### config.mk
export PLATFORM = sky130hd
export DESIGN_NAME = sphere_triangle_subdivider_core_flat
export DESIGN_NICKNAME = d
export VERILOG_FILES = /design/src/sv/ssd_pkg.sv /design/src/sv/ssd_ifs.sv /design/src/sv/sphere_triangle_subdivider_core.sv /design/src/sv/ssd_proj.sv /design/src/sv/ssd_dp.sv /design/src/sv/ssd_ctrl.sv /design/src/flat_wrapper.sv
export SDC_FILE = /design/constraint.sdc
export NUM_CORES = 2
export LEC_CHECK = 0
export BUFFER_PORTS_ARGS = -buffer_cell sky130_fd_sc_hd__buf_2
export CORE_ASPECT_RATIO = 1.5
export CORE_MARGIN = 2
export CORE_UTILIZATION = 45
export CTS_CLUSTER_SIZE = 14
export DETAILED_ROUTE_END_ITERATION = 10
export GPL_TIMING_DRIVEN = 1
export PLACE_DENSITY = 0.74
export SETUP_SLACK_MARGIN = 0.15
export SLEW_MARGIN = 20
export SYNTH_ARGS = -nofsm -noshare
export SYNTH_HDL_FRONTEND = slang
export SYNTH_SLANG_ARGS = --single-unit
export TNS_END_PERCENT = 100
### constraint.sdc
create_clock -name clk -period 13.6 [get_ports clk]
set_clock_uncertainty 0.1 [all_clocks]
set_input_delay 2.04 -clock clk [delete_from_list [all_inputs] [get_ports clk]]
set_output_delay 2.04 -clock clk [all_outputs]
set_load 0.02 [all_outputs]
### src/sv/ssd_pkg.sv
`default_nettype none
package ssd_pkg;

  localparam int DEF_MAX_DEPTH = 3;
  localparam int DEF_FRAC_BITS = 14;
  localparam int EXTRA_BITS    = 14;
  localparam int COORD_W       = 16;
  localparam int LVL_W         = 2;
  localparam int CHILD_W       = 2;

  typedef logic signed [COORD_W-1:0] coord_t;
  typedef logic [1:0] depth_t;

  typedef struct packed {
    coord_t x;
    coord_t y;
    coord_t z;
  } vert_t;

  typedef struct packed {
    vert_t a;
    vert_t b;
    vert_t c;
  } face_t;

  typedef struct packed {
    vert_t m0;
    vert_t m1;
    vert_t m2;
  } mids_t;

  typedef struct packed {
    coord_t a_x;
    coord_t a_y;
    coord_t a_z;
    coord_t b_x;
    coord_t b_y;
    coord_t b_z;
    coord_t c_x;
    coord_t c_y;
    coord_t c_z;
  } corners_t;

  typedef struct packed {
    coord_t out_a_x;
    coord_t out_a_y;
    coord_t out_a_z;
    coord_t out_b_x;
    coord_t out_b_y;
    coord_t out_b_z;
    coord_t out_c_x;
    coord_t out_c_y;
    coord_t out_c_z;
    logic   last_leaf;
  } leaf_t;

  typedef logic [1:0] mid_sel_t;
  localparam mid_sel_t MID_AB = 2'd0;
  localparam mid_sel_t MID_AC = 2'd1;
  localparam mid_sel_t MID_CB = 2'd2;

  localparam logic [CHILD_W-1:0] CHILD_FIRST = 2'd0;
  localparam logic [CHILD_W-1:0] CHILD_LAST  = 2'd3;

  typedef struct packed {
    logic               load;
    logic               proj_start;
    logic               proj_store;
    mid_sel_t           mid_sel;
    logic               child_wr;
    logic [CHILD_W-1:0] child_sel;
    logic               emit;
    logic               last;
    logic [LVL_W-1:0]   lvl;
  } dp_cmd_t;

  typedef struct packed {
    logic proj_busy;
    logic proj_done;
    logic out_full;
  } dp_status_t;

  // Representation of +1, saturated to the coordinate field.
  function automatic coord_t coord_lim(int frac_bits);
    int one;
    one = 1 << frac_bits;
    return (one < 32767) ? COORD_W'(one) : COORD_W'(32767);
  endfunction

  function automatic coord_t clamp_coord(coord_t v, coord_t lim);
    coord_t r;
    r = v;
    if (v > lim) begin
      r = lim;
    end else if (v < -lim) begin
      r = -lim;
    end
    return r;
  endfunction

endpackage
`default_nettype wire

### src/sv/ssd_ifs.sv
`default_nettype none
interface ssd_face_if;
  import ssd_pkg::*;
  logic     valid;
  logic     ready;
  corners_t data;
  modport source (output valid, output data, input ready);
  modport sink (input valid, input data, output ready);
endinterface

interface ssd_leaf_if;
  import ssd_pkg::*;
  logic  valid;
  logic  ready;
  leaf_t data;
  modport source (output valid, output data, input ready);
  modport sink (input valid, input data, output ready);
endinterface

interface ssd_depth_if;
  import ssd_pkg::*;
  logic   valid;
  logic   ready;
  depth_t data;
  modport source (output valid, output data, input ready);
  modport sink (input valid, input data, output ready);
endinterface
`default_nettype wire

### src/sv/sphere_triangle_subdivider_core.sv
`default_nettype none
// Icosphere triangle subdivider.
// corners (valid/ready) carries one triangle on the unit sphere, signed Q1.14
// per coordinate by default. leaves (valid/ready) returns the leaf triangles
// of the midpoint subdivision, depth first, 4^depth per input, the final one
// with last_leaf set. cfg writes the subdivision depth (reset value 3, capped
// at MAX_DEPTH); write it only while no triangle is in flight.
// A new triangle is accepted only after the previous one has issued its last
// leaf into the output register. Each internal triangle needs three projected
// midpoints from one shared projection unit: a start step, squaring of the
// three coordinate sums, a zero check, 31 square-root steps, a load and
// divide per coordinate, and a done step. Depth 3 has 21 internal triangles,
// projected one midpoint at a time; depth 0 issues the input as its leaf.
// The output register holds a leaf while leaves.ready is low, and the walk
// waits there; nothing is dropped. Synchronous reset returns the controller
// to idle, empties the output register and sets the depth back to 3.
module sphere_triangle_subdivider_core #(
  parameter int MAX_DEPTH = ssd_pkg::DEF_MAX_DEPTH,
  parameter int FRAC_BITS = ssd_pkg::DEF_FRAC_BITS
) (
  input  logic  clk,
  input  logic  rst,
  ssd_face_if.sink    corners,
  ssd_leaf_if.source  leaves,
  ssd_depth_if.sink   cfg
);
  import ssd_pkg::*;

  dp_cmd_t    cmd;
  dp_status_t status;

  ssd_ctrl #(.MAX_DEPTH(MAX_DEPTH)) u_ctrl (
    .clk       (clk),
    .rst       (rst),
    .in_valid  (corners.valid),
    .in_ready  (corners.ready),
    .cfg_valid (cfg.valid),
    .cfg_ready (cfg.ready),
    .cfg_data  (cfg.data),
    .status    (status),
    .cmd       (cmd)
  );

  ssd_dp #(.MAX_DEPTH(MAX_DEPTH), .FRAC_BITS(FRAC_BITS)) u_dp (
    .clk       (clk),
    .rst       (rst),
    .cmd       (cmd),
    .status    (status),
    .in_data   (corners.data),
    .out_valid (leaves.valid),
    .out_ready (leaves.ready),
    .out_data  (leaves.data)
  );

endmodule
`default_nettype wire

### src/sv/ssd_proj.sv
`default_nettype none
module ssd_proj #(
  parameter int FRAC_BITS = ssd_pkg::DEF_FRAC_BITS
) (
  input  logic          clk,
  input  logic          rst,
  input  logic          start,
  input  ssd_pkg::vert_t p,
  input  ssd_pkg::vert_t q,
  output logic          busy,
  output logic          done,
  output ssd_pkg::vert_t m
);
  import ssd_pkg::*;

  localparam int MAG_W  = COORD_W;
  localparam int SQ_W   = 2 * MAG_W + 2;
  localparam int N_W    = SQ_W + 2 * EXTRA_BITS;
  localparam int R_W    = N_W / 2;
  localparam int QB     = 17;
  localparam int NUM_W  = MAG_W + FRAC_BITS + EXTRA_BITS + 1;
  localparam int CMP_W  = (NUM_W > R_W + QB) ? NUM_W : R_W + QB;
  localparam int RC_W   = $clog2(R_W);
  localparam int DI_W   = $clog2(QB + 1);
  localparam coord_t LIM = coord_lim(FRAC_BITS);

  localparam logic [2:0] P_IDLE  = 3'd0;
  localparam logic [2:0] P_SQ    = 3'd1;
  localparam logic [2:0] P_CHK   = 3'd2;
  localparam logic [2:0] P_ROOT  = 3'd3;
  localparam logic [2:0] P_DLOAD = 3'd4;
  localparam logic [2:0] P_DIV   = 3'd5;
  localparam logic [2:0] P_DONE  = 3'd6;

  logic [2:0]        st;
  logic [MAG_W-1:0]  mag [3];
  logic              neg [3];
  logic [1:0]        k;
  logic [SQ_W-1:0]   l2;
  logic [N_W-1:0]    n;
  logic [N_W-1:0]    res;
  logic [N_W-1:0]    bitv;
  logic [RC_W-1:0]   rcnt;
  logic [CMP_W-1:0]  rem;
  logic [QB-1:0]     quo;
  logic              sat;
  logic [DI_W-1:0]   di;
  coord_t            mres [3];

  logic signed [COORD_W:0] s [3];
  logic [MAG_W-1:0]        mag_k;
  logic [2*MAG_W-1:0]      sq;
  logic [N_W-1:0]          trial;
  logic [CMP_W-1:0]        dshift;
  logic                    ge;
  logic [QB-1:0]           qfin;
  logic [MAG_W-1:0]        qmag;

  always_comb begin
    s[0] = {p.x[COORD_W-1], p.x} + {q.x[COORD_W-1], q.x};
    s[1] = {p.y[COORD_W-1], p.y} + {q.y[COORD_W-1], q.y};
    s[2] = {p.z[COORD_W-1], p.z} + {q.z[COORD_W-1], q.z};
    mag_k  = mag[k];
    sq     = mag_k * mag_k;
    trial  = res + bitv;
    dshift = CMP_W'(res[R_W-1:0]) << di;
    ge     = rem >= dshift;
    qfin   = {quo[QB-2:0], ge};
    if (sat || (qfin > QB'(LIM))) begin
      qmag = MAG_W'(LIM);
    end else begin
      qmag = qfin[MAG_W-1:0];
    end
  end

  always_ff @(posedge clk) begin
    if (rst) begin
      st <= P_IDLE;
    end else begin
      case (st)
        P_IDLE: begin
          if (start) begin
            for (int i = 0; i < 3; i++) begin
              neg[i] <= s[i][COORD_W];
              mag[i] <= s[i][COORD_W] ? MAG_W'(-s[i]) : MAG_W'(s[i]);
            end
            k  <= 2'd0;
            l2 <= '0;
            st <= P_SQ;
          end
        end
        P_SQ: begin
          l2 <= l2 + SQ_W'(sq);
          if (k == 2'd2) begin
            st <= P_CHK;
          end else begin
            k <= k + 2'd1;
          end
        end
        P_CHK: begin
          if (l2 == '0) begin
            // A zero-length midpoint projects to the origin.
            for (int i = 0; i < 3; i++) begin
              mres[i] <= '0;
            end
            st <= P_DONE;
          end else begin
            n    <= N_W'(l2) << (2 * EXTRA_BITS);
            res  <= '0;
            bitv <= N_W'(1) << (N_W - 2);
            rcnt <= RC_W'(R_W - 1);
            st   <= P_ROOT;
          end
        end
        P_ROOT: begin
          if (n >= trial) begin
            n   <= n - trial;
            res <= (res >> 1) + bitv;
          end else begin
            res <= res >> 1;
          end
          bitv <= bitv >> 2;
          rcnt <= rcnt - RC_W'(1);
          if (rcnt == '0) begin
            k  <= 2'd0;
            st <= P_DLOAD;
          end
        end
        P_DLOAD: begin
          // Rounded half up: the numerator carries half the divisor.
          rem <= (CMP_W'(mag_k) << (FRAC_BITS + EXTRA_BITS)) + CMP_W'(res[R_W-1:1]);
          quo <= '0;
          sat <= 1'b0;
          di  <= DI_W'(QB);
          st  <= P_DIV;
        end
        P_DIV: begin
          if (di == DI_W'(QB)) begin
            sat <= ge;
          end else begin
            if (ge) begin
              rem <= rem - dshift;
            end
            quo <= qfin;
          end
          if (di == '0) begin
            mres[k] <= neg[k] ? -coord_t'(qmag) : coord_t'(qmag);
            if (k == 2'd2) begin
              st <= P_DONE;
            end else begin
              k  <= k + 2'd1;
              st <= P_DLOAD;
            end
          end else begin
            di <= di - DI_W'(1);
          end
        end
        P_DONE: begin
          st <= P_IDLE;
        end
        default: begin
          st <= P_IDLE;
        end
      endcase
    end
  end

  assign busy = (st != P_IDLE);
  assign done = (st == P_DONE);
  assign m    = '{x: mres[0], y: mres[1], z: mres[2]};

endmodule
`default_nettype wire

### src/sv/ssd_dp.sv
`default_nettype none
module ssd_dp #(
  parameter int MAX_DEPTH = ssd_pkg::DEF_MAX_DEPTH,
  parameter int FRAC_BITS = ssd_pkg::DEF_FRAC_BITS
) (
  input  logic                clk,
  input  logic                rst,
  input  ssd_pkg::dp_cmd_t    cmd,
  output ssd_pkg::dp_status_t status,
  input  ssd_pkg::corners_t   in_data,
  output logic                out_valid,
  input  logic                out_ready,
  output ssd_pkg::leaf_t      out_data
);
  import ssd_pkg::*;

  localparam int SW = $clog2(MAX_DEPTH + 1);
  localparam coord_t LIM = coord_lim(FRAC_BITS);

  face_t stack [MAX_DEPTH+1];
  mids_t mids  [MAX_DEPTH+1];

  logic [SW-1:0] ix;
  logic [SW-1:0] wix;
  face_t         rd;
  mids_t         mrd;
  vert_t         pp;
  vert_t         pq;
  vert_t         pm;
  logic          pbusy;
  logic          pdone;
  face_t         child;
  face_t         in_face;

  assign ix  = cmd.lvl[SW-1:0];
  assign wix = ix + SW'(1);
  assign rd  = stack[ix];
  assign mrd = mids[ix];

  always_comb begin
    in_face.a.x = clamp_coord(in_data.a_x, LIM);
    in_face.a.y = clamp_coord(in_data.a_y, LIM);
    in_face.a.z = clamp_coord(in_data.a_z, LIM);
    in_face.b.x = clamp_coord(in_data.b_x, LIM);
    in_face.b.y = clamp_coord(in_data.b_y, LIM);
    in_face.b.z = clamp_coord(in_data.b_z, LIM);
    in_face.c.x = clamp_coord(in_data.c_x, LIM);
    in_face.c.y = clamp_coord(in_data.c_y, LIM);
    in_face.c.z = clamp_coord(in_data.c_z, LIM);
  end

  always_comb begin
    case (cmd.mid_sel)
      MID_AB: begin
        pp = rd.a;
        pq = rd.b;
      end
      MID_AC: begin
        pp = rd.a;
        pq = rd.c;
      end
      MID_CB: begin
        pp = rd.c;
        pq = rd.b;
      end
      default: begin
        pp = rd.a;
        pq = rd.b;
      end
    endcase
  end

  always_comb begin
    case (cmd.child_sel)
      2'd0:    child = '{a: rd.a,   b: mrd.m0, c: mrd.m1};
      2'd1:    child = '{a: mrd.m0, b: rd.b,   c: mrd.m2};
      2'd2:    child = '{a: mrd.m0, b: mrd.m1, c: mrd.m2};
      default: child = '{a: mrd.m1, b: mrd.m2, c: rd.c};
    endcase
  end

  ssd_proj #(.FRAC_BITS(FRAC_BITS)) u_proj (
    .clk   (clk),
    .rst   (rst),
    .start (cmd.proj_start),
    .p     (pp),
    .q     (pq),
    .busy  (pbusy),
    .done  (pdone),
    .m     (pm)
  );

  always_ff @(posedge clk) begin
    if (cmd.load) begin
      stack[0] <= in_face;
    end
    if (cmd.child_wr) begin
      stack[wix] <= child;
    end
    if (cmd.proj_store) begin
      case (cmd.mid_sel)
        MID_AB:  mids[ix].m0 <= pm;
        MID_AC:  mids[ix].m1 <= pm;
        default: mids[ix].m2 <= pm;
      endcase
    end
  end

  always_ff @(posedge clk) begin
    if (rst) begin
      out_valid <= 1'b0;
    end else if (cmd.emit) begin
      out_valid <= 1'b1;
    end else if (out_ready) begin
      out_valid <= 1'b0;
    end
  end

  always_ff @(posedge clk) begin
    if (cmd.emit) begin
      out_data <= '{out_a_x: rd.a.x, out_a_y: rd.a.y, out_a_z: rd.a.z,
                    out_b_x: rd.b.x, out_b_y: rd.b.y, out_b_z: rd.b.z,
                    out_c_x: rd.c.x, out_c_y: rd.c.y, out_c_z: rd.c.z,
                    last_leaf: cmd.last};
    end
  end

  assign status.proj_busy = pbusy;
  assign status.proj_done = pdone;
  assign status.out_full  = out_valid && !out_ready;

endmodule
`default_nettype wire

### src/sv/ssd_ctrl.sv
`default_nettype none
module ssd_ctrl #(
  parameter int MAX_DEPTH = ssd_pkg::DEF_MAX_DEPTH
) (
  input  logic                clk,
  input  logic                rst,
  input  logic                in_valid,
  output logic                in_ready,
  input  logic                cfg_valid,
  output logic                cfg_ready,
  input  ssd_pkg::depth_t     cfg_data,
  input  ssd_pkg::dp_status_t status,
  output ssd_pkg::dp_cmd_t    cmd
);
  import ssd_pkg::*;

  localparam int CW = $clog2(MAX_DEPTH + 1);

  localparam logic [2:0] S_IDLE  = 3'd0;
  localparam logic [2:0] S_VISIT = 3'd1;
  localparam logic [2:0] S_PGO   = 3'd2;
  localparam logic [2:0] S_PWAIT = 3'd3;
  localparam logic [2:0] S_DOWN  = 3'd4;
  localparam logic [2:0] S_EMIT  = 3'd5;
  localparam logic [2:0] S_ADV   = 3'd6;

  logic [2:0]         st;
  logic [2:0]         st_next;
  logic [LVL_W-1:0]   lvl;
  logic [LVL_W-1:0]   lvl_next;
  logic [LVL_W-1:0]   dep;
  logic [LVL_W-1:0]   dep_next;
  depth_t             depth;
  mid_sel_t           msel;
  mid_sel_t           msel_next;
  logic [CHILD_W-1:0] child      [MAX_DEPTH+1];
  logic [CHILD_W-1:0] child_next [MAX_DEPTH+1];

  logic [LVL_W-1:0] parent;
  logic             last;

  assign parent    = lvl - LVL_W'(1);
  assign in_ready  = (st == S_IDLE) && !rst;
  assign cfg_ready = !rst;

  // The leaf is the final one when every level above it sits on its last child.
  always_comb begin
    last = 1'b1;
    for (int j = 0; j < MAX_DEPTH; j++) begin
      if ((LVL_W'(j) < dep) && (child[j] != CHILD_LAST)) begin
        last = 1'b0;
      end
    end
  end

  always_comb begin
    st_next    = st;
    lvl_next   = lvl;
    dep_next   = dep;
    msel_next  = msel;
    child_next = child;
    cmd        = '0;
    cmd.lvl    = lvl;
    cmd.mid_sel = msel;
    cmd.last   = last;
    case (st)
      S_IDLE: begin
        if (in_valid && in_ready) begin
          cmd.load = 1'b1;
          lvl_next = '0;
          dep_next = (depth > LVL_W'(MAX_DEPTH)) ? LVL_W'(MAX_DEPTH) : depth;
          st_next  = S_VISIT;
        end
      end
      S_VISIT: begin
        if (lvl == dep) begin
          st_next = S_EMIT;
        end else begin
          msel_next = MID_AB;
          st_next   = S_PGO;
        end
      end
      S_PGO: begin
        if (!status.proj_busy) begin
          cmd.proj_start = 1'b1;
          st_next        = S_PWAIT;
        end
      end
      S_PWAIT: begin
        if (status.proj_done) begin
          cmd.proj_store = 1'b1;
          case (msel)
            MID_AB: begin
              msel_next = MID_AC;
              st_next   = S_PGO;
            end
            MID_AC: begin
              msel_next = MID_CB;
              st_next   = S_PGO;
            end
            default: begin
              st_next = S_DOWN;
            end
          endcase
        end
      end
      S_DOWN: begin
        cmd.child_wr          = 1'b1;
        cmd.child_sel         = CHILD_FIRST;
        child_next[lvl[CW-1:0]] = CHILD_FIRST;
        lvl_next              = lvl + LVL_W'(1);
        st_next               = S_VISIT;
      end
      S_EMIT: begin
        if (!status.out_full) begin
          cmd.emit = 1'b1;
          st_next  = S_ADV;
        end
      end
      S_ADV: begin
        cmd.lvl = parent;
        if (lvl == '0) begin
          st_next = S_IDLE;
        end else if (child[parent[CW-1:0]] == CHILD_LAST) begin
          lvl_next = parent;
        end else begin
          cmd.child_wr               = 1'b1;
          cmd.child_sel              = child[parent[CW-1:0]] + CHILD_W'(1);
          child_next[parent[CW-1:0]] = child[parent[CW-1:0]] + CHILD_W'(1);
          st_next                    = S_VISIT;
        end
      end
      default: begin
        st_next = S_IDLE;
      end
    endcase
  end

  always_ff @(posedge clk) begin
    if (rst) begin
      st    <= S_IDLE;
      lvl   <= '0;
      dep   <= '0;
      msel  <= MID_AB;
      depth <= 2'd3;
      for (int j = 0; j <= MAX_DEPTH; j++) begin
        child[j] <= CHILD_FIRST;
      end
    end else begin
      st    <= st_next;
      lvl   <= lvl_next;
      dep   <= dep_next;
      msel  <= msel_next;
      child <= child_next;
      if (cfg_valid) begin
        depth <= cfg_data;
      end
    end
  end

`ifndef SYNTHESIS
  a_lvl_in_range: assert property (@(posedge clk) disable iff (rst)
    (st != S_IDLE) |-> (lvl <= dep))
    else $error("level pointer beyond the active depth");

  a_emit_free: assert property (@(posedge clk) disable iff (rst)
    cmd.emit |-> !status.out_full)
    else $error("leaf issued while the output register is held");

  a_proj_free: assert property (@(posedge clk) disable iff (rst)
    cmd.proj_start |-> !status.proj_busy)
    else $error("projection started while the unit is busy");

  a_done_only_waiting: assert property (@(posedge clk) disable iff (rst)
    status.proj_done |-> (st == S_PWAIT))
    else $error("projection finished with no request pending");
`endif

endmodule
`default_nettype wire
### src/flat_wrapper.sv
// flat-port wrapper written by rule: the top's interface ports become plain ports
module sphere_triangle_subdivider_core_flat import ssd_pkg::*;
#(
  parameter int MAX_DEPTH = ssd_pkg::DEF_MAX_DEPTH,
  parameter int FRAC_BITS = ssd_pkg::DEF_FRAC_BITS
)
  (clk, rst, corners_valid, corners_data, corners_ready, leaves_valid, leaves_data, leaves_ready, cfg_valid, cfg_data, cfg_ready);
  ssd_face_if corners_i ();
  ssd_leaf_if leaves_i ();
  ssd_depth_if cfg_i ();
  input  logic clk;
  input  logic rst;
  input wire logic [$bits(corners_i.valid)-1:0] corners_valid;
  input wire logic [$bits(corners_i.data)-1:0] corners_data;
  output wire logic [$bits(corners_i.ready)-1:0] corners_ready;
  output wire logic [$bits(leaves_i.valid)-1:0] leaves_valid;
  output wire logic [$bits(leaves_i.data)-1:0] leaves_data;
  input wire logic [$bits(leaves_i.ready)-1:0] leaves_ready;
  input wire logic [$bits(cfg_i.valid)-1:0] cfg_valid;
  input wire logic [$bits(cfg_i.data)-1:0] cfg_data;
  output wire logic [$bits(cfg_i.ready)-1:0] cfg_ready;
  assign corners_i.valid = corners_valid;
  assign corners_i.data = corners_data;
  assign corners_ready = corners_i.ready;
  assign leaves_valid = leaves_i.valid;
  assign leaves_data = leaves_i.data;
  assign leaves_i.ready = leaves_ready;
  assign cfg_i.valid = cfg_valid;
  assign cfg_i.data = cfg_data;
  assign cfg_ready = cfg_i.ready;
  sphere_triangle_subdivider_core #(.MAX_DEPTH(MAX_DEPTH), .FRAC_BITS(FRAC_BITS)) u_core (.clk(clk), .rst(rst), .corners(corners_i), .leaves(leaves_i), .cfg(cfg_i));
endmodule
# == Yosys cells after proc, flatten, opt, wreduce, memory -nomap -nowiden ==
# Memory sizes are Yosys's and may differ from the RTL's. A register that Yosys moved wholly into a read port is not among the register bits.
# Cells that the tools add are included.
# op_classes
add_sub_neg,20
mul,1
n_lt_le_gt_ge,29
n_eq_ne,43
n_shift,1
n_mux,136
bitwise_logic,5
n_reduce_logical,46
# op_table
cell,count
144-bit one-hot mux with 3 select lines,1
16-bit two-way mux,25
62-bit one-hot mux with 2 select lines,3
62-bit two-way mux,5
48-bit two-way mux,4
"16-bit greater-than comparator, second input constant",9
"16-bit by 15-bit less-than comparator with 1-bit output, second input constant",9
144-bit two-way mux,1
144-bit OR reduction,1
48-bit one-hot mux with 2 select lines,1
34-bit one-hot mux with 2 select lines,1
16-bit negation,4
61-bit by 62-bit adder with 62-bit output,1
62-bit adder,1
62-bit greater-or-equal comparator,1
62-bit subtractor,1
16-bit by 16-bit adder with 17-bit output,3
48-bit greater-or-equal comparator,1
31-bit by 5-bit << shifter with 48-bit output,1
48-bit subtractor,1
44-bit by 30-bit adder with 45-bit output,1
3-bit two-way mux,15
2-bit two-way mux,20
1-bit two-way mux,39
57 further kinds,132
# totals
regBits,465
mem_bits_rw,1251
input_bits,151
output_inout_bits,148
elab_cells,317
memories,5
# memory_table
memory,words,width,read_ports,rd_ports_with_merged_regs,wr,line,source
u_core.u_dp.mids,4,144,1,0,1,ssd_dp.sv:21,mids_t mids [MAX_DEPTH+1];
u_core.u_dp.stack,4,144,1,0,1,ssd_dp.sv:20,face_t stack [MAX_DEPTH+1];
u_core.u_dp.u_proj.mag,3,16,1,1,3,ssd_proj.sv:36,logic [MAG_W-1:0] mag [3];
u_core.u_dp.u_proj.mres,3,16,3,0,3,ssd_proj.sv:48,coord_t mres [3];
u_core.u_dp.u_proj.neg,3,1,1,1,3,ssd_proj.sv:37,logic neg [3];

# == Logic depth before layout (Yosys ltp) ==
# depth
word_depth,13
mapped_depth,32
mapped_depth_nobuf,28

# == Hierarchy ==
# A second synthesis with hierarchy kept.
# unflattened
hier_cells,8069
hier_area_um2,100587.7
# modules_own_cells
mod,instances,cells_per_inst,area_each_um2
ssd_dp,1,3602,60917.2
ssd_proj,1,4319,38436.9
ssd_ctrl,1,148,1233.7

# == Worst setup path after synthesis ==
# No wires, ideal clock.
# synth_path
path_type,input-to-reg
startpoint,in rst
endpoint,"reg u_core.u_dp.u_proj.n[0], enable pin"
setup_time_ns,0.498
arrival_time_ns,12.221
setup_slack_ns,0.781
path_stages,2
n_path_buf,0
path_cell_list,nor3_1 a21boi_1
# synth_via
elab_chain_cells,2
# synth_rtl
item,line,source
start: declaration,flat_wrapper.sv:12,input logic rst;
1-bit inverter (no line),--,
4-bit AND reduction (no line),--,
end signal: assignment,ssd_proj.sv:108,n <= N_W'(l2) << (2 * EXTRA_BITS);
end signal: assignment,ssd_proj.sv:117,n <= n - trial;
end: declaration,ssd_proj.sv:40,logic [N_W-1:0] n;
# No other way between the ends.
# A chain may end at the register's enable or synchronous reset.

==> results.json <==
{
  "overflow": 0,
  "routed_wirelength_um": 286000,
  "ioPinCount": 299,
  "post-cts-setup-buffers": 0,
  "grt_start_max_net_pins": 115,
  "worstSetupEndpointType": "flip-flop",
  "area_growth_syn_to_layout_pct": 9.97,
  "synth_edf_count": 1662,
  "vdd.ir_drop.worst_mv": 0.906,
  "synth-warning-count": 0,
  "worstPathArrival_ns": 8.88,
  "post_cts_hold_buffer_count": 0,
  "p_int_mw": 16.0,
  "clk_pin_slew_ns": 0.06,
  "yosys.area.top_type": "sky130_fd_sc_hd__edfxtp_1",
  "chipWidth_um": 374,
  "synth_area_per_cell_um2": 12.5,
  "synth-compound-area-share": 0.107,
  "setup_tns_ns": 0,
  "netlist_instances": 7391,
  "yosysSeqAreaShare": 0.545,
  "clkPwrFrac": 0.151,
  "grtUsageTotal": 0.266,
  "cp_cell_sequence": "mux2i_1, o21a_1, inv_1, nand2_1, fa_1, fa_1, inv_1, fa_1, fa_1, inv_1, fa_1, inv_1, fa_1, ha_1, a21oi_1, nor2_1, a211oi_2, nand3_1, a31oi_1, o311ai_1, o211ai_1, o21ai_1, xnor2_1, nor2_1",
  "synth_area_leaders": "sky130_fd_sc_hd__edfxtp_1 54%, sky130_fd_sc_hd__mux4_2 7.4%, sky130_fd_sc_hd__ha_1 4.7%",
  "fmax_ghz": 0.118,
  "powerDensity_nw_per_um2": 284,
  "hold_path_startpoint": "u_core.u_ctrl.child[0]",
  "yosys.cell_types.count": 97,
  "portion_of_synthesized_cell_area_occupied_by_the_leading_cell_type": 0.539,
  "num_vias": 65618,
  "critical_path.most_common_cell": "sky130_fd_sc_hd__fa_1",
  "final.period_utilization": 0.624,
  "rsz0062_at_grt": "no",
  "max-clock-path-buffers": 4,
  "critical_path.slowest_cell": "sky130_fd_sc_hd__dfxtp_1",
  "placed_cells": 10076,
  "p_comb_frac": 0.626,
  "synthArstFlopShare": 0,
  "leakagePower_nw": 38.2,
  "worstReg2RegEnd": "u_core.u_dp.u_proj.l2[32]",
  "hold_class": "reg -> reg",
  "postCtsResizedCells": 0,
  "worst_endpoint_required_time_ns": 13.99,
  "hold_viol_final": 0,
  "core_area_um2": 204000,
  "die-height_um": 559,
  "reg2reg_slack_ns": 5.11,
  "row_count": 203,
  "critPathMaxFanout": 17,
  "worstSetupPathType": "reg -> reg",
  "design.die.area_um2": 209000,
  "cp_peak_stage_delay_ns": 0.96,
  "synth.mux.area_fraction": 0.0981,
  "postRouteAntennaNets": 0,
  "final.min_clock_period_ns": 8.49,
  "first_pass_grt_wire_length_um": 418000,
  "tritoncts_clock_tree": "yes",
  "grt_pass1_vias": 64506,
  "whs_endpoint": "u_core.u_ctrl.child[0]",
  "clkLatencyLatePin_ns": 0.86,
  "cts-htree-levels": 4,
  "switching_power_mw": 12.9,
  "synth_ff_type": "sky130_fd_sc_hd__edfxtp_1",
  "starting_density_of_the_core": 0.453,
  "netSwitchingFraction": 0.448,
  "synth_seq_cells": 1687,
  "synth_fa_ha_area_frac": 0.0907,
  "dpl.hpwl_um": 202000,
  "clock_sinks": 1687,
  "layout-drive-gt1-share": 0.142,
  "worstHoldPathCells": 1,
  "ff2ff_path_depth": 24,
  "post_synth_instance_area_um2": 92500,
  "seqPwrFrac": 0.223,
  "worst_slew_margin_rel": 0.194,
  "final.fill_count": 17382,
  "synth_simple_gate_area_frac": 0.0962,
  "avgRoutedWirePerCell_um": 27.7,
  "drt-initial-drc-count": 7866,
  "post-route-drc-count": 0,
  "result_of_the_run": "completed",
  "synth.net_count": 8092,
  "setup_violations": 0,
  "finish.net_count": 8280,
  "final-instance-count-excl-fill": 10343,
  "tightestPinTransition_ns": 1.21,
  "antenna_found_initial": 12,
  "cap_violations": 0,
  "root_buffer": "sky130_fd_sc_hd__clkbuf_16",
  "post_synth_xor_area_fraction": 0.0305,
  "place.port_buffers": 298,
  "synth_top_family_by_area": "compound AO/OA/AOI/OAI gates",
  "max_slew_vio_count": 0,
  "crit_path_start_kind": "flip-flop",
  "drt_pre_antenna_iters": 8,
  "cts_inserted_buffers": 166,
  "detail_route.vias_per_cell": 6.34,
  "globalplace.congestion": 0.940
}
==> layout by cell type, fill, tap and decap left out, types with 46 or more instances in the layout <==
cell type | netlist | layout
sky130_fd_sc_hd__xnor2_1 | 202 | 202
sky130_fd_sc_hd__edfxtp_1 | 1662 | 1662
sky130_fd_sc_hd__xor2_1 | 120 | 120
sky130_fd_sc_hd__o22ai_1 | 63 | 63
sky130_fd_sc_hd__nor3_1 | 91 | 89
sky130_fd_sc_hd__o21a_1 | 57 | 57
sky130_fd_sc_hd__inv_1 | 415 | 415
sky130_fd_sc_hd__buf_4 | 1 | 89
sky130_fd_sc_hd__fa_1 | 201 | 201
sky130_fd_sc_hd__and2_1 | 77 | 65
sky130_fd_sc_hd__nand4_1 | 51 | 51
sky130_fd_sc_hd__buf_2 | 45 | 298
sky130_fd_sc_hd__a211oi_1 | 55 | 52
sky130_fd_sc_hd__o221ai_1 | 90 | 90
sky130_fd_sc_hd__mux2i_1 | 102 | 102
sky130_fd_sc_hd__mux2_2 | 104 | 104
sky130_fd_sc_hd__nand3_1 | 83 | 83
sky130_fd_sc_hd__ha_1 | 349 | 347
sky130_fd_sc_hd__nand2_1 | 890 | 886
sky130_fd_sc_hd__o21ai_0 | 292 | 292
sky130_fd_sc_hd__nor2_1 | 505 | 496
sky130_fd_sc_hd__a21o_1 | 140 | 139
sky130_fd_sc_hd__nor4_1 | 58 | 56
sky130_fd_sc_hd__clkbuf_16 | 0 | 166
sky130_fd_sc_hd__a31oi_1 | 192 | 192
sky130_fd_sc_hd__mux4_2 | 305 | 305
sky130_fd_sc_hd__a21oi_1 | 319 | 319
sky130_fd_sc_hd__nor2b_1 | 54 | 53
sky130_fd_sc_hd__a221oi_1 | 51 | 51
sky130_fd_sc_hd__and3_1 | 48 | 46
==> cell type report <==
type | instances | area, um^2 | area share
flip-flops and latches | 1687 | 50400 | 0.495
multi-input cells | 4910 | 39300 | 0.386
inverters | 424 | 1600 | 0.0157
clock inverters | 59 | 548 | 0.00539
well taps | 2665 | 3330 | 0.0328
diodes | 3 | 7.51 | 0.0000738
clock buffers | 205 | 4310 | 0.0424
repair buffers | 390 | 2220 | 0.0218
==> how the worst max path moves through the flow <==
stage                                            to      start  cells after the start
after CTS                 u_core.u_dp.u_proj.l2[32]  flip-flop                     24
after detailed placement  u_core.u_dp.u_proj.l2[32]  flip-flop                     24
after global routing      u_core.u_dp.u_proj.l2[32]  flip-flop                     24
final                     u_core.u_dp.u_proj.l2[32]  flip-flop                     24
after global placement    u_core.u_dp.u_proj.l2[32]  flip-flop                     24
after floorplan             u_core.u_dp.u_proj.n[0]        rst                      2
==> metal layers <==
| metal | GRT usage | up-vias | wire [um] |
|---|---|---|---|
| li1 | - | 28118 | - |
| met1 | 0.314 | 32578 | 98900 |
| met2 | 0.461 | 3990 | 142000 |
| met3 | 0.0427 | 928 | 25500 |
| met4 | 0.152 | 4 | 19600 |
| met5 | 0 | - | 33 |
==> state kept, by name, summed over array words and instances, names as in the netlist, 3 cells and up, named ones only <==
register / count
u_core.u_dp.mids: 576
u_core.u_dp.u_proj.di: 5
u_core.u_dp.u_proj.quo: 16
u_core.u_dp.u_proj.mag: 48
u_core.u_dp.u_proj.bitv: 31
u_core.u_dp.u_proj.res: 62
u_core.u_ctrl.child: 8
u_core.u_dp.u_proj.l2: 34
u_core.u_dp.u_proj.rcnt: 5
u_core.u_dp.u_proj.n: 62
u_core.u_dp.u_proj.neg: 3
u_core.u_dp.u_proj.rem: 48
u_core.u_dp.out_data: 145
u_core.u_ctrl.st: 3
u_core.u_dp.stack: 576
u_core.u_dp.u_proj.st: 3
u_core.u_dp.u_proj.mres: 48
==> worst max-delay path, delay by kind of cell, from the launching register on <==
family	cells	cell delay (ns)
xor+xnor	1	0.15
buf+inv	4	0.64
compound gates	7	2.09
fa+ha+maj	7	3.37
mux	1	0.18
simple gates	4	0.66
flops	1	0.96
==> metrics by stage <==
step | setup WS, ns | cell area [um^2] | power (mW) | hold slack [ns] | utilization
after floorplan | 0.781 | 92500 | 19.9 | 0.322 | -
after global placement | 4.65 | 96900 | 23.8 | 0.345 | 0.474
after detailed placement | 5.07 | 96900 | 24.4 | 0.342 | 0.474
after CTS | 5.03 | 102000 | 28.8 | 0.360 | 0.498
after global routing | 4.74 | 102000 | 31.0 | 0.378 | 0.498
final | 5.11 | 102000 | 28.9 | 0.357 | 0.498
==> cell usage after synthesis (all sizes together) (51+ instances only) <==
cell type	count
edfxtp	1662
nand2	890
nor2	505
inv	420
ha	349
o21ai	333
a21oi	320
mux4	305
clkbuf	274
xnor2	202
fa	201
a31oi	193
a21o	141
xor2	120
mux2	105
mux2i	102
buf	96
nor3	91
o221ai	90
nand3	83
and2	78
o22ai	63
nor4	59
o21a	57
a211oi	56
nor2b	54
a221oi	52
nand4	51
==> power groups by stage <==
stage	Clock, mW	Sequential [mW]	Combinational [mW]
global route	4.58	6.45	20.0
global placement	0	6.52	17.3
floorplan	0	6.50	13.4
finish	4.38	6.44	18.1
CTS	4.41	6.43	18.0
detailed placement	0	6.54	17.8
==> logic make-up (layout without fill, tap and decap cells) <==
| kind of cell | count (synthesis) | in the layout |
|---|---|---|
| buffers and inverters | 794 | 1078 |
| flip-flops | 1687 | 1687 |
| adder cells (fa/ha/maj) | 550 | 550 |
| XOR/XNOR | 322 | 322 |
| AO/OA/AOI/OAI | 1526 | 1526 |
| multiplexers | 512 | 512 |
| other | 0 | 3 |
| AND/OR/NAND/NOR | 2000 | 2000 |
No activity file was read; power rests on OpenSTA's default activity.
